`config.mk`:
```
export PLATFORM = sky130hd
export DESIGN_NAME = base64_codec
export DESIGN_NICKNAME = d
export VERILOG_FILES = /design/src/hdl/bcdc_pkg.sv /design/src/hdl/base64_codec.sv /design/src/hdl/bcdc_front.sv /design/src/hdl/bcdc_queue.sv /design/src/hdl/bcdc_back.sv
export SDC_FILE = /design/constraint.sdc
export NUM_CORES = 1
export LEC_CHECK = 0
export BUFFER_PORTS_ARGS = -buffer_cell sky130_fd_sc_hd__buf_2
export CAP_MARGIN = 15
export CORE_ASPECT_RATIO = 1.4
export CORE_MARGIN = 2
export CORE_UTILIZATION = 35
export CTS_CLUSTER_DIAMETER = 150
export CTS_CLUSTER_SIZE = 30
export DETAILED_ROUTE_END_ITERATION = 16
export PLACE_DENSITY = 0.5
export SETUP_SLACK_MARGIN = 0.4
export SLEW_MARGIN = 20
export SYNTH_ARGS = -nofsm -noshare
export SYNTH_HDL_FRONTEND = slang
export SYNTH_SLANG_ARGS = --single-unit
```
`constraint.sdc`:
```
create_clock -name clock -period 8.93 [get_ports clock]
set_clock_uncertainty 0.2 [all_clocks]
set_input_delay 1.786 -clock clock [delete_from_list [all_inputs] [get_ports clock]]
set_output_delay 1.786 -clock clock [all_outputs]
set_load 0.01 [all_outputs]
```
`src/hdl/bcdc_pkg.sv`:
```
`timescale 1ns / 1ps
`default_nettype none
// ----------------------------------------------------------------------------
// bcdc_pkg: shared types, constants and functions of the base64 codec
// Holds the work-entry format passed from front to back, the configuration
// bundle, register indexes and the sextet/character mapping.
// ----------------------------------------------------------------------------
package bcdc_pkg;

   localparam int QUEUE_DEPTH_DEFAULT = 4;

   localparam logic [7:0] PAD_CHAR     = 8'h3D;  // '='
   localparam logic [7:0] CHAR62_RESET = 8'h2B;  // '+'
   localparam logic [7:0] CHAR63_RESET = 8'h2F;  // '/'
   localparam logic [7:0] CHAR_UPPER_A = 8'h41;
   localparam logic [7:0] CHAR_UPPER_Z = 8'h5A;
   localparam logic [7:0] CHAR_LOWER_A = 8'h61;
   localparam logic [7:0] CHAR_LOWER_Z = 8'h7A;
   localparam logic [7:0] CHAR_ZERO    = 8'h30;
   localparam logic [7:0] CHAR_NINE    = 8'h39;

   localparam int CSR_INDEX_W = 2;
   localparam logic [CSR_INDEX_W-1:0] CSR_DIRECTION_MODE = 2'd0;
   localparam logic [CSR_INDEX_W-1:0] CSR_ALPHABET_62    = 2'd1;
   localparam logic [CSR_INDEX_W-1:0] CSR_ALPHABET_63    = 2'd2;

   localparam logic MODE_ENCODE = 1'b0;
   localparam logic MODE_DECODE = 1'b1;

   typedef struct packed {
      logic       mode;
      logic [7:0] char62;
      logic [7:0] char63;
   } cfg_type;

   // One classified group: everything the back end needs to emit its results.
   typedef struct packed {
      logic        enc;     // 1: emit characters, 0: emit bytes
      logic [2:0]  nvalid;  // characters that are not padding (encode)
      logic [2:0]  total;   // results in this group, 1..4
      logic        last;
      logic        err;
      logic [23:0] word;
   } entry_type;

   function automatic logic [7:0] sextet_to_char(input logic [5:0] v,
                                                 input logic [7:0] c62,
                                                 input logic [7:0] c63);
      logic [7:0] r;
      if (v < 6'd26) begin
         r = CHAR_UPPER_A + {2'b00, v};
      end else if (v < 6'd52) begin
         r = CHAR_LOWER_A + {2'b00, v - 6'd26};
      end else if (v < 6'd62) begin
         r = CHAR_ZERO + {2'b00, v - 6'd52};
      end else if (v == 6'd62) begin
         r = c62;
      end else begin
         r = c63;
      end
      return r;
   endfunction

   function automatic logic [5:0] char_to_sextet(input logic [7:0] c,
                                                 input logic [7:0] c62,
                                                 input logic [7:0] c63);
      logic [7:0] d;
      logic [5:0] r;
      d = 8'd0;
      if (c == c63) begin
         r = 6'd63;
      end else if (c == c62) begin
         r = 6'd62;
      end else if (c >= CHAR_UPPER_A && c <= CHAR_UPPER_Z) begin
         d = c - CHAR_UPPER_A;
         r = d[5:0];
      end else if (c >= CHAR_LOWER_A && c <= CHAR_LOWER_Z) begin
         d = c - CHAR_LOWER_A;
         r = d[5:0] + 6'd26;
      end else if (c >= CHAR_ZERO && c <= CHAR_NINE) begin
         d = c - CHAR_ZERO;
         r = d[5:0] + 6'd52;
      end else begin
         r = 6'd0;
      end
      return r;
   endfunction

endpackage
`default_nettype wire

```
`src/hdl/base64_codec.sv`:
```
// Path: a result reaches the rsp_ ports through the queue slot, the back
// end's current-entry register and its output register.
// Throughput: one input transaction per cycle while req_full is low;
// results leave one per cycle while the consumer keeps popping.
// Reset: synchronous; clears group state, queue and output, restores mode
// to encode and the alphabet characters to '+' and '/'. No clearing pass.
`timescale 1ns / 1ps
`default_nettype none
// ----------------------------------------------------------------------------
// base64_codec: streaming base64 encoder/decoder
// Front end classifies input into groups, a short queue decouples it from
// the back end, which emits characters or bytes one per cycle while popped.
// ----------------------------------------------------------------------------
module base64_codec #(
   parameter int QUEUE_DEPTH = bcdc_pkg::QUEUE_DEPTH_DEFAULT
) (
   input  wire                               clock,
   input  wire                               reset,
   input  wire  [7:0]                        req_data_in,
   input  wire                               req_last_in,
   input  wire                               req_push,
   output logic                              req_full,
   output logic [7:0]                        rsp_data_out,
   output logic                              rsp_last_out,
   output logic                              rsp_error_flag,
   output logic                              rsp_empty,
   input  wire                               rsp_pop,
   input  wire                               csr_wr_en,
   input  wire  [bcdc_pkg::CSR_INDEX_W-1:0]  csr_index,
   input  wire  [7:0]                        csr_wdata
);
   import bcdc_pkg::*;

   logic       mode_ff, mode_in;
   logic [7:0] char62_ff, char62_in;
   logic [7:0] char63_ff, char63_in;
   logic       group_clear;
   cfg_type    cfg;

   logic       q_push, q_pop, q_full, head_valid;
   entry_type  q_entry, head_entry;

   always_comb begin
      mode_in     = mode_ff;
      char62_in   = char62_ff;
      char63_in   = char63_ff;
      group_clear = 1'b0;
      if (csr_wr_en) begin
         case (csr_index)
            CSR_DIRECTION_MODE: begin
               mode_in     = csr_wdata[0];
               group_clear = 1'b1;
            end
            CSR_ALPHABET_62: char62_in = csr_wdata;
            CSR_ALPHABET_63: char63_in = csr_wdata;
            default:         ;
         endcase
      end
      cfg.mode   = mode_ff;
      cfg.char62 = char62_ff;
      cfg.char63 = char63_ff;
      req_full   = q_full;
   end

   always_ff @(posedge clock) begin
      if (reset) begin
         mode_ff   <= MODE_ENCODE;
         char62_ff <= CHAR62_RESET;
         char63_ff <= CHAR63_RESET;
      end else begin
         mode_ff   <= mode_in;
         char62_ff <= char62_in;
         char63_ff <= char63_in;
      end
   end

   bcdc_front u_front (
      .clock       (clock),
      .reset       (reset),
      .cfg         (cfg),
      .group_clear (group_clear),
      .req_data_in (req_data_in),
      .req_last_in (req_last_in),
      .req_push    (req_push),
      .q_full      (q_full),
      .q_push      (q_push),
      .q_entry     (q_entry)
   );

   bcdc_queue #(
      .QUEUE_DEPTH (QUEUE_DEPTH)
   ) u_queue (
      .clock      (clock),
      .reset      (reset),
      .push       (q_push),
      .push_entry (q_entry),
      .full       (q_full),
      .pop        (q_pop),
      .head_entry (head_entry),
      .head_valid (head_valid)
   );

   bcdc_back u_back (
      .clock          (clock),
      .reset          (reset),
      .cfg            (cfg),
      .head_entry     (head_entry),
      .head_valid     (head_valid),
      .q_pop          (q_pop),
      .rsp_data_out   (rsp_data_out),
      .rsp_last_out   (rsp_last_out),
      .rsp_error_flag (rsp_error_flag),
      .rsp_empty      (rsp_empty),
      .rsp_pop        (rsp_pop)
   );

endmodule
`default_nettype wire

```
`src/hdl/bcdc_front.sv`:
```
`timescale 1ns / 1ps
`default_nettype none
// ----------------------------------------------------------------------------
// bcdc_front: input side of the base64 codec
// Accepts one item per cycle unless the queue is full, adds it to the current
// group and, at group completion or stream end, pushes at most one entry.
// ----------------------------------------------------------------------------
module bcdc_front (
   input  wire                  clock,
   input  wire                  reset,
   input  bcdc_pkg::cfg_type    cfg,
   input  wire                  group_clear,
   input  wire  [7:0]           req_data_in,
   input  wire                  req_last_in,
   input  wire                  req_push,
   input  wire                  q_full,
   output logic                 q_push,
   output bcdc_pkg::entry_type  q_entry
);
   import bcdc_pkg::*;

   logic [17:0] held_ff, held_in;
   logic [1:0]  pos_ff, pos_in;
   logic [1:0]  pad_ff, pad_in;

   logic        accept;
   logic        is_pad;
   logic [5:0]  sextet;
   logic [2:0]  pad_total;

   always_comb begin
      accept    = req_push && !q_full;
      is_pad    = (req_data_in == PAD_CHAR);
      sextet    = is_pad ? 6'd0 : char_to_sextet(req_data_in, cfg.char62, cfg.char63);
      pad_total = {1'b0, pad_ff} + {2'b00, is_pad};

      held_in = held_ff;
      pos_in  = pos_ff;
      pad_in  = pad_ff;
      q_push  = 1'b0;
      q_entry = '0;

      if (accept) begin
         if (cfg.mode == MODE_ENCODE) begin
            q_entry.enc   = 1'b1;
            q_entry.total = 3'd4;
            q_entry.last  = req_last_in;
            if (pos_ff == 2'd2) begin
               q_entry.word   = {held_ff[15:0], req_data_in};
               q_entry.nvalid = 3'd4;
               q_push         = 1'b1;
            end else if (!req_last_in) begin
               held_in = {2'b00, held_ff[7:0], req_data_in};
               pos_in  = pos_ff + 2'd1;
            end else if (pos_ff == 2'd1) begin
               q_entry.word   = {held_ff[7:0], req_data_in, 8'h00};
               q_entry.nvalid = 3'd3;
               q_push         = 1'b1;
            end else begin
               q_entry.word   = {req_data_in, 16'h0000};
               q_entry.nvalid = 3'd2;
               q_push         = 1'b1;
            end
         end else begin
            if (pos_ff != 2'd3) begin
               if (req_last_in) begin
                  // short stream: drop the partial group, report it
                  q_entry.total = 3'd1;
                  q_entry.last  = 1'b1;
                  q_entry.err   = 1'b1;
                  q_push        = 1'b1;
               end else begin
                  held_in = {held_ff[11:0], sextet};
                  pos_in  = pos_ff + 2'd1;
                  pad_in  = pad_ff + {1'b0, is_pad};
               end
            end else begin
               q_entry.word = {held_ff, sextet};
               q_entry.last = req_last_in;
               if (pad_total < 3'd3) begin
                  q_entry.total = 3'd3 - pad_total;
                  q_push        = 1'b1;
               end else if (req_last_in) begin
                  q_entry.word  = '0;
                  q_entry.total = 3'd1;
                  q_entry.err   = 1'b1;
                  q_push        = 1'b1;
               end
            end
         end
         // any emitted group, completed decode group or end of stream closes the group
         if (q_push || (pos_ff == 2'd3 && cfg.mode == MODE_DECODE) || req_last_in) begin
            held_in = '0;
            pos_in  = '0;
            pad_in  = '0;
         end
      end

      if (group_clear) begin
         held_in = '0;
         pos_in  = '0;
         pad_in  = '0;
      end
   end

   always_ff @(posedge clock) begin
      if (reset) begin
         held_ff <= '0;
         pos_ff  <= '0;
         pad_ff  <= '0;
      end else begin
         held_ff <= held_in;
         pos_ff  <= pos_in;
         pad_ff  <= pad_in;
      end
   end

endmodule
`default_nettype wire

```
`src/hdl/bcdc_queue.sv`:
```
`timescale 1ns / 1ps
`default_nettype none
// ----------------------------------------------------------------------------
// bcdc_queue: work-entry queue between front and back
// Small circular buffer of classified groups; push and pop in the same cycle.
// ----------------------------------------------------------------------------
module bcdc_queue #(
   parameter int QUEUE_DEPTH = bcdc_pkg::QUEUE_DEPTH_DEFAULT
) (
   input  wire                  clock,
   input  wire                  reset,
   input  wire                  push,
   input  bcdc_pkg::entry_type  push_entry,
   output logic                 full,
   input  wire                  pop,
   output bcdc_pkg::entry_type  head_entry,
   output logic                 head_valid
);
   import bcdc_pkg::*;

   localparam int PTR_W = (QUEUE_DEPTH > 1) ? $clog2(QUEUE_DEPTH) : 1;
   localparam int CNT_W = $clog2(QUEUE_DEPTH + 1);
   localparam logic [PTR_W-1:0] PTR_LAST = PTR_W'(QUEUE_DEPTH - 1);
   localparam logic [CNT_W-1:0] CNT_FULL = CNT_W'(QUEUE_DEPTH);

   entry_type        slot_ff [QUEUE_DEPTH];
   logic [PTR_W-1:0] wr_ptr_ff, wr_ptr_in;
   logic [PTR_W-1:0] rd_ptr_ff, rd_ptr_in;
   logic [CNT_W-1:0] count_ff, count_in;
   logic             do_push, do_pop;

   always_comb begin
      full       = (count_ff == CNT_FULL);
      head_valid = (count_ff != '0);
      head_entry = slot_ff[rd_ptr_ff];
      do_push    = push && !full;
      do_pop     = pop && head_valid;

      wr_ptr_in = wr_ptr_ff;
      rd_ptr_in = rd_ptr_ff;
      count_in  = count_ff;
      if (do_push) begin
         wr_ptr_in = (wr_ptr_ff == PTR_LAST) ? '0 : wr_ptr_ff + 1'b1;
      end
      if (do_pop) begin
         rd_ptr_in = (rd_ptr_ff == PTR_LAST) ? '0 : rd_ptr_ff + 1'b1;
      end
      if (do_push && !do_pop) begin
         count_in = count_ff + 1'b1;
      end else if (do_pop && !do_push) begin
         count_in = count_ff - 1'b1;
      end
   end

   always_ff @(posedge clock) begin
      if (do_push) begin
         slot_ff[wr_ptr_ff] <= push_entry;
      end
   end

   always_ff @(posedge clock) begin
      if (reset) begin
         wr_ptr_ff <= '0;
         rd_ptr_ff <= '0;
         count_ff  <= '0;
      end else begin
         wr_ptr_ff <= wr_ptr_in;
         rd_ptr_ff <= rd_ptr_in;
         count_ff  <= count_in;
      end
   end

endmodule
`default_nettype wire

```
`src/hdl/bcdc_back.sv`:
```
`timescale 1ns / 1ps
`default_nettype none
// ----------------------------------------------------------------------------
// bcdc_back: output side of the base64 codec
// Takes work entries from the queue and emits their results one per cycle
// through an output register, stalling while the consumer does not pop it.
// ----------------------------------------------------------------------------
module bcdc_back (
   input  wire                  clock,
   input  wire                  reset,
   input  bcdc_pkg::cfg_type    cfg,
   input  bcdc_pkg::entry_type  head_entry,
   input  wire                  head_valid,
   output logic                 q_pop,
   output logic [7:0]           rsp_data_out,
   output logic                 rsp_last_out,
   output logic                 rsp_error_flag,
   output logic                 rsp_empty,
   input  wire                  rsp_pop
);
   import bcdc_pkg::*;

   entry_type  cur_ff, cur_in;
   logic       cur_valid_ff, cur_valid_in;
   logic [1:0] idx_ff, idx_in;
   logic       out_valid_ff, out_valid_in;
   logic [7:0] data_ff, data_in;
   logic       last_ff, last_in;
   logic       err_ff, err_in;

   logic       final_result;
   logic       out_load;
   logic [5:0] sextet;
   logic [7:0] byte_sel;

   always_comb begin
      final_result = ({1'b0, idx_ff} == cur_ff.total - 3'd1);
      out_load     = cur_valid_ff && (!out_valid_ff || rsp_pop);
      q_pop        = head_valid && (!cur_valid_ff || (out_load && final_result));

      case (idx_ff)
         2'd0:    sextet = cur_ff.word[23:18];
         2'd1:    sextet = cur_ff.word[17:12];
         2'd2:    sextet = cur_ff.word[11:6];
         2'd3:    sextet = cur_ff.word[5:0];
         default: sextet = 6'd0;
      endcase
      case (idx_ff)
         2'd0:    byte_sel = cur_ff.word[23:16];
         2'd1:    byte_sel = cur_ff.word[15:8];
         2'd2:    byte_sel = cur_ff.word[7:0];
         default: byte_sel = 8'd0;
      endcase

      if (cur_ff.err) begin
         data_in = 8'd0;
      end else if (cur_ff.enc) begin
         data_in = ({1'b0, idx_ff} < cur_ff.nvalid) ?
                   sextet_to_char(sextet, cfg.char62, cfg.char63) : PAD_CHAR;
      end else begin
         data_in = byte_sel;
      end
      last_in = cur_ff.last && final_result;
      err_in  = cur_ff.err;

      // advance through the current entry, refill from the queue at its end or when none is held
      cur_in       = q_pop ? head_entry : cur_ff;
      cur_valid_in = cur_valid_ff;
      idx_in       = idx_ff;
      if (q_pop) begin
         cur_valid_in = 1'b1;
         idx_in       = 2'd0;
      end else if (out_load) begin
         if (final_result) begin
            cur_valid_in = 1'b0;
         end else begin
            idx_in = idx_ff + 2'd1;
         end
      end

      if (out_load) begin
         out_valid_in = 1'b1;
      end else if (rsp_pop) begin
         out_valid_in = 1'b0;
      end else begin
         out_valid_in = out_valid_ff;
      end

      rsp_data_out   = data_ff;
      rsp_last_out   = last_ff;
      rsp_error_flag = err_ff;
      rsp_empty      = !out_valid_ff;
   end

   always_ff @(posedge clock) begin
      cur_ff <= cur_in;
      if (out_load) begin
         data_ff <= data_in;
         last_ff <= last_in;
         err_ff  <= err_in;
      end
   end

   always_ff @(posedge clock) begin
      if (reset) begin
         cur_valid_ff <= 1'b0;
         idx_ff       <= '0;
         out_valid_ff <= 1'b0;
      end else begin
         cur_valid_ff <= cur_valid_in;
         idx_ff       <= idx_in;
         out_valid_ff <= out_valid_in;
      end
   end

endmodule
`default_nettype wire

```
== Word level (Yosys, flattened, before mapping) ==
Memories as Yosys holds them, arrays and structs flattened. A register that Yosys moved wholly into a read port is not among the register bits.
Cells that the tools add are included.

* Reduce and logical (&&, ||, !) cells: 41
* Multiplexer cells: 67
* Bitwise gates (word level): 1
* $lt $le $gt $ge: 11
* Equal/unequal tests: 20
* $add $sub $neg: 20

{| class="wikitable"
|+ Operators by type and width
! operator !! count
|-
| 24-bit 2-to-1 mux || 5
|-
| 18-bit 2-to-1 mux || 6
|-
| 25-bit 2-to-1 mux || 2
|-
| 8-bit 2-to-1 mux || 6
|-
| 6-bit 2-to-1 mux || 6
|-
| 33-bit 2-to-1 mux || 1
|-
| 6-bit one-hot mux with 4 select lines || 1
|-
| 8-bit one-hot mux with 3 select lines || 1
|-
| 2-bit 2-to-1 mux || 11
|-
| 1-bit 2-to-1 mux || 19
|-
| 3-bit 2-to-1 mux || 6
|-
| 6-bit subtractor (second input constant) || 3
|-
| 7-bit by 6-bit adder with 8-bit output (first input constant) || 2
|-
| 8-bit equality test || 2
|-
| 8-bit by 7-bit greater-or-equal comparator with 1-bit output (second input constant) || 2
|-
| 8-bit by 7-bit less-or-equal comparator with 1-bit output (second input constant) || 2
|-
| 2-bit equality test (second input constant) || 7
|-
| 1-bit logical AND || 13
|-
| 6-bit < comparator (second input constant) || 2
|-
| 2-bit nonzero test || 6
|-
| 2-bit AND reduction || 5
|-
| 2-bit by 1-bit adder with 2-bit output (second input constant) || 4
|-
| 8-bit by 6-bit equality test with 1-bit output (second input constant) || 1
|-
| 8-bit by 6-bit greater-or-equal comparator with 1-bit output (second input constant) || 1
|-
| 32 further kinds || 46
|}

* Logic and storage cells: 176
* Register bits: 60
* Memories: 1
* Bits in writable memories: 132

{| class="wikitable"
|+ Memories
! name !! words !! bits a word !! rd ports !! clocked after Yosys merged registers in !! write ports !! RTL line !! RTL
|-
| u_queue.slot_ff || 4 || 33 || 1 || 1 || 1 || bcdc_queue.sv:26 || <nowiki>entry_type slot_ff [QUEUE_DEPTH];</nowiki>
|}

== Longest topological paths before layout ==
* Depth after elaboration: 13
* Mapped depth: 16
* Mapped depth without buffers: 15

== By module ==
Synthesis repeated with hierarchy kept, for this count alone.

* Cells, all modules: 898
* Area, all modules: 11282.1 µm²

{| class="wikitable"
|+ Modules (own cells, without submodules)
! module !! times used !! area each (µm²) !! cells each
|-
| bcdc_queue || 1 || 5251.3 || 223
|-
| bcdc_back || 1 || 2819.0 || 252
|-
| bcdc_front || 1 || 2502.4 || 354
|-
| base64_codec || 1 || 709.4 || 69
|}

== Least setup slack after synthesis ==
Ideal clock, no wire load.

* Path kind: input to register
* From: in req_data_in[7]
* To: reg u_queue.count_ff[2]
* Cell stages on the path: 15
* Arrival: 4.916 ns
* Path slack: 3.744 ns
* Cells stage by stage: buf_2 -> and4bb_1 -> and3_1 -> ha_1 -> inv_1 -> ha_1 -> a21oi_1 -> nand3_1 -> a21oi_1 -> ha_1 -> inv_1 -> fa_1 -> xor2_1 -> or3_1 -> a21oi_1

* Cells in the longest elaborated chain, start to end: 12

{| class="wikitable"
|+ Ends and longest elaborated chain
! element !! RTL line !! RTL
|-
| start, declared || base64_codec.sv:19 || <nowiki>input wire [7:0] req_data_in,</nowiki>
|-
| 8-bit by 6-bit equality test with 1-bit output (*) || bcdc_front.sv:33 || <nowiki>is_pad = (req_data_in == PAD_CHAR);</nowiki>
|-
| 2-bit by 1-bit adder with 3-bit output (*) || bcdc_front.sv:35 || <nowiki>pad_total = {1'b0, pad_ff} + {2'b00, is_pad};</nowiki>
|-
| 3-bit by 2-bit < comparator with 1-bit output (*) || bcdc_front.sv:80 || <nowiki>if (pad_total < 3'd3) begin</nowiki>
|-
| 1-bit 2-to-1 mux (*) || bcdc_front.sv:80 ||
|-
| 1-bit 2-to-1 mux (*) || bcdc_front.sv:65 || <nowiki>if (pos_ff != 2'd3) begin</nowiki>
|-
| 1-bit 2-to-1 mux (*) || bcdc_front.sv:44 || <nowiki>if (cfg.mode == MODE_ENCODE) begin</nowiki>
|-
| 1-bit 2-to-1 mux (*) (2 in series) || bcdc_front.sv:43 || <nowiki>if (accept) begin</nowiki>
|-
| 1-bit logical AND (*) || bcdc_queue.sv:36 || <nowiki>do_push = push && !full;</nowiki>
|-
| net u_queue.do_push || bcdc_queue.sv:30 || <nowiki>logic do_push, do_pop;</nowiki>
|-
| 1-bit logical NOT || bcdc_queue.sv:50 || <nowiki>end else if (do_pop && !do_push) begin</nowiki>
|-
| 1-bit logical AND || bcdc_queue.sv:50 ||
|-
| 2-bit nonzero test (no line) || - ||
|-
| end signal, assigned || bcdc_queue.sv:69 || <nowiki>count_ff <= count_in;</nowiki>
|-
| end, declared || bcdc_queue.sv:29 || <nowiki>logic [CNT_W-1:0] count_ff, count_in;</nowiki>
|}

Mark *: on every way through the listed nets, which the timed path passes. The rest lies on a longest branch. The select of a mux whose other input is x is not followed.
A chain may end at the register's enable or synchronous reset.

== Final worst setup path ==
* From: in req_data_in[5]
* To: reg u_queue.count_ff[2]

Same word-level chain as after synthesis.

==> impl_metrics.yaml <==
logic_synthesis:
  syn_avg_cell_area_um2: 12.62
  ys_top_cells_by_area: "edfxtp_1 (49%), dfxtp_1 (9.3%), mux4_2 (6.9%)"
  yosys.area_share.xor_xnor_pct: 2.690
  synth_nets: 919
  synthArstFlopShare_pct: 0
  synth-simple-area-share_pct: 9.936
  synth_top_cell_by_area: "edfxtp_1"
  yosysSeqAreaShare_pct: 57.97
  synth_compound_gate_area_share_pct: 11.80
  ys_seq_elements: 225
  ys_types: 69
  synth_area_um2: 10790
  synth_cells: 855
  synth.area.mux_share_pct: 9.600
  synth_top_family_by_area: "compound AO/OA/AOI/OAI gates"
  yosysTopAreaCellShare_pct: 48.70
  synth-main-ff-cell: "edfxtp_1"
  synth_adder_area_share_pct: 4.707
  yosysWarnings: 0
  synth_edf_count: 175
critical_path:
  cp_max_fo: 17
  cp.arrival_ps: 5580
  cp_slowest_cell: "a21oi_1"
  required_ps: 9130
  critical-path-top-delay-family: "adder cells"
  end_kind: "register"
  startpoint_type: "input port"
  cp_slowest_stage_delay_ps: 560
  crit_type: "in -> reg"
  crit_buf_inv: 3
  crit_chain: "buf_2, and4bb_1, and3_1, ha_1, inv_1, ha_1, a21oi_1, nand3_1, a21oi_1, ha_1, inv_1, fa_1, xor2_1, or3_1, a21oi_1"
min_path:
  hold_class: "reg -> reg"
final_layout:
  nets: 929
  syn_to_final_growth_pct: 7.838
  finish.utilization_pct: 38.13
  drive_above_1_share_pct: 12.77
sta:
  max_freq_ghz: 0.1858
  fin_crit_sh_pct: 60.28
  slew_violations: 0
  hold_viol: 0
  fin_tns_setup_ps: 0
  setup_viol: 0
  rsz0062_at_grt: "false"
  worst_pin_slew_ps: 966.7
  finalCriticalPeriod_ps: 5383
  slew_headroom_pct: 35.55
global_route:
  grt-busiest-layer: "met2"
  grtUsageTotal_pct: 17.20
  grt_overflow: 0
  grtUsageMet1_pct: 19.68
  first_global_vias: 6823
  grtUsageMet2_pct: 33.64
  grt_pass1_wl_um: 42280
  use_met3_pct: 1.412
  antenna_found_initial: 1
  grt_max_degree: 47
clocking:
  cts.sinks: 225
  cts-resized-gates: 0
  clk_pin_slew_ps: 100
  clockRootBuffer: "clkbuf_16"
  clk-insertion-delay-late_ps: 480
  cts_buffers: 11
  holdBufCountCts: 0
  htreeDepth: 1
  max-clock-path-buffers: 3
  cts_tree: "built"
  postCtsSetupBuffers: 0
floorplan:
  die_w_um: 152.4
  io_pins: 36
  chipHeight_um: 211.8
  dieArea_um2: 32270
  coreArea_um2: 30520
  start_util_pct: 35.35
  rows: 76
power_and_ir_drop:
  clkPwrFrac_pct: 16.0
  switchingPower_mw: 1.352
  power_frac_seq_pct: 42.1
  p_sw_share_pct: 38.34
  p_leak_nw: 4.047
  power.density_nw_per_um2: 302.9
  pwr-share-comb_pct: 41.9
  internal-power_mw: 2.173
  ir_drop_mv: 0.1361
drt:
  avgRoutedWirePerCell_um: 22.32
  drc: 0
  drt.antenna.violating_nets: 0
  routed_wl_um: 28120
  viasPerCell: 5.371
  drtIter0Drc: 546
  routed-via-count: 6767
  first_pass_iters: 5
job:
  drv_cap: 0
place:
  hpwlAfterDp_um: 20050
  io_buffers: 35
  place.gp.congestion: 0.8309
outcome:
  outcome: "complete, no violations"
==> area by class of cell <==
cell class              count  area [um2]
fillers                  2939       18890
multi-input cells         542        4185
diodes                      1       2.502
clock buffers              16       294.0
flip-flops and latches    225        6259
clock inverters             1       16.27
repair buffers             43       235.2
inverters                  42       157.7
well taps                 390       488.0
==> power groups by stage <==
stage	Sequential (mW)	Combinational, mW	Clock [mW]
3_5_place_dp	1.51	1.48	0
6_report	1.48	1.48	0.563
2_1_floorplan	1.44	1.08	0
3_3_place_gp	1.51	1.49	0
4_1_cts	1.49	1.49	0.578
5_1_grt	1.50	1.61	0.607
==> metal layers <==
metal	vias to the layer above	share of wire, %
li1	3209	-
met4	0	2.9
met2	134	56
met1	3388	39
met3	36	2.4
met5	-	0
==> cells by family (layout without fill, tap and decap cells) <==
group / count (synthesis) / after routing
flops: 225 / 225
simple gates: 223 / 223
other cells: 0 / 1
compound gates: 186 / 186
mux: 62 / 62
xor+xnor: 31 / 31
buf+inv: 88 / 102
fa+ha+maj: 40 / 40
==> cell usage in the layout (no fill, tap or decap), types with 5 or more instances in the layout <==
master,instances
dfxtp_1,48
mux4_2,33
nand4_1,6
xor2_1,8
nor2b_1,9
nand2b_1,7
nor3_1,11
a21oi_1,45
a222oi_1,12
mux2i_1,27
and2_1,10
o21ai_0,40
a22oi_1,28
buf_4,8
and3_1,6
a211o_1,7
inv_1,39
a211oi_1,5
buf_2,35
clkbuf_1,5
nand3b_1,8
nor2_1,79
xnor2_1,22
edfxtp_1,175
nand3_1,8
ha_1,39
clkbuf_16,11
nand2_1,58
==> tightest hold or removal path: stages (launching register included) <==
cell     delay (ps)
dfxtp_1         330
nand2_1          50
a21oi_1          50
==> synthesized netlist by cell type (2+ instances only) <==
library cell and count:
a211oi_1 5, o21ai_1 3, o211ai_1 3, a31oi_1 3
buf_2 17, a211oi_2 2, o21bai_1 4, and3_1 6
o21ai_0 40, nand2b_1 7, nor2b_1 9, o31ai_1 3
a21oi_1 45, nand2_1 58, a222oi_1 12, nand4_1 6
a211o_1 7, o22ai_1 3, a311oi_1 2, a21o_1 4
nor4_1 3, buf_1 5, xnor2_1 22, nand3b_1 8
nand3_1 8, ha_1 39, nor2_1 79, nor3b_1 3
a22oi_1 28, dfxtp_1 50, mux2_2 2, mux2i_1 27
xor2_1 8, inv_2 3, and2_1 14, nor3_1 11
and3b_1 2, edfxtp_1 175, clkbuf_1 23, or3_1 4
inv_1 39, a2bb2oi_1 3, mux4_2 33, a21oi_2 2
==> path summary, 6_finish.rpt <==
check,startpoint,endpoint,slack [ps],depth (start not counted)
worst max-delay path,req_data_in[5],u_queue.count_ff[2],3550,15
worst min-delay path,u_front.held_ff[16],u_front.held_ff[16],270,2
worst max register to register,u_back.idx_ff[0],u_back.rsp_data_out[1],4180,11
worst min register to register,u_front.held_ff[16],u_front.held_ff[16],270,2
==> flip-flops by register name (all words and copies together) (netlist names), 2 cells and up <==
signal / cells
u_queue.slot_ff: 132
u_back.cur_ff: 32
u_front.held_ff: 18
char62_ff: 8
char63_ff: 8
u_back.rsp_data_out: 8
u_queue.count_ff: 3
u_back.idx_ff: 2
u_front.pad_ff: 2
u_front.pos_ff: 2
u_queue.rd_ptr_ff: 2
u_queue.wr_ptr_ff: 2
==> metrics by stage <==
step	setup WS [ps]	power, mW	cells	hold WS, ps	area (um2)
6_report	3547	3.525	1260	269.7	11640
5_1_grt	3250	3.718	1259	286.7	11630
4_1_cts	3563	3.552	1259	267.2	11630
3_5_place_dp	3092	2.994	1242	253.1	11320
3_3_place_gp	3194	2.999	1242	252.0	11320
2_1_floorplan	3744	2.525	855	224.4	10790
No activity file was read; power rests on OpenSTA's default activity.
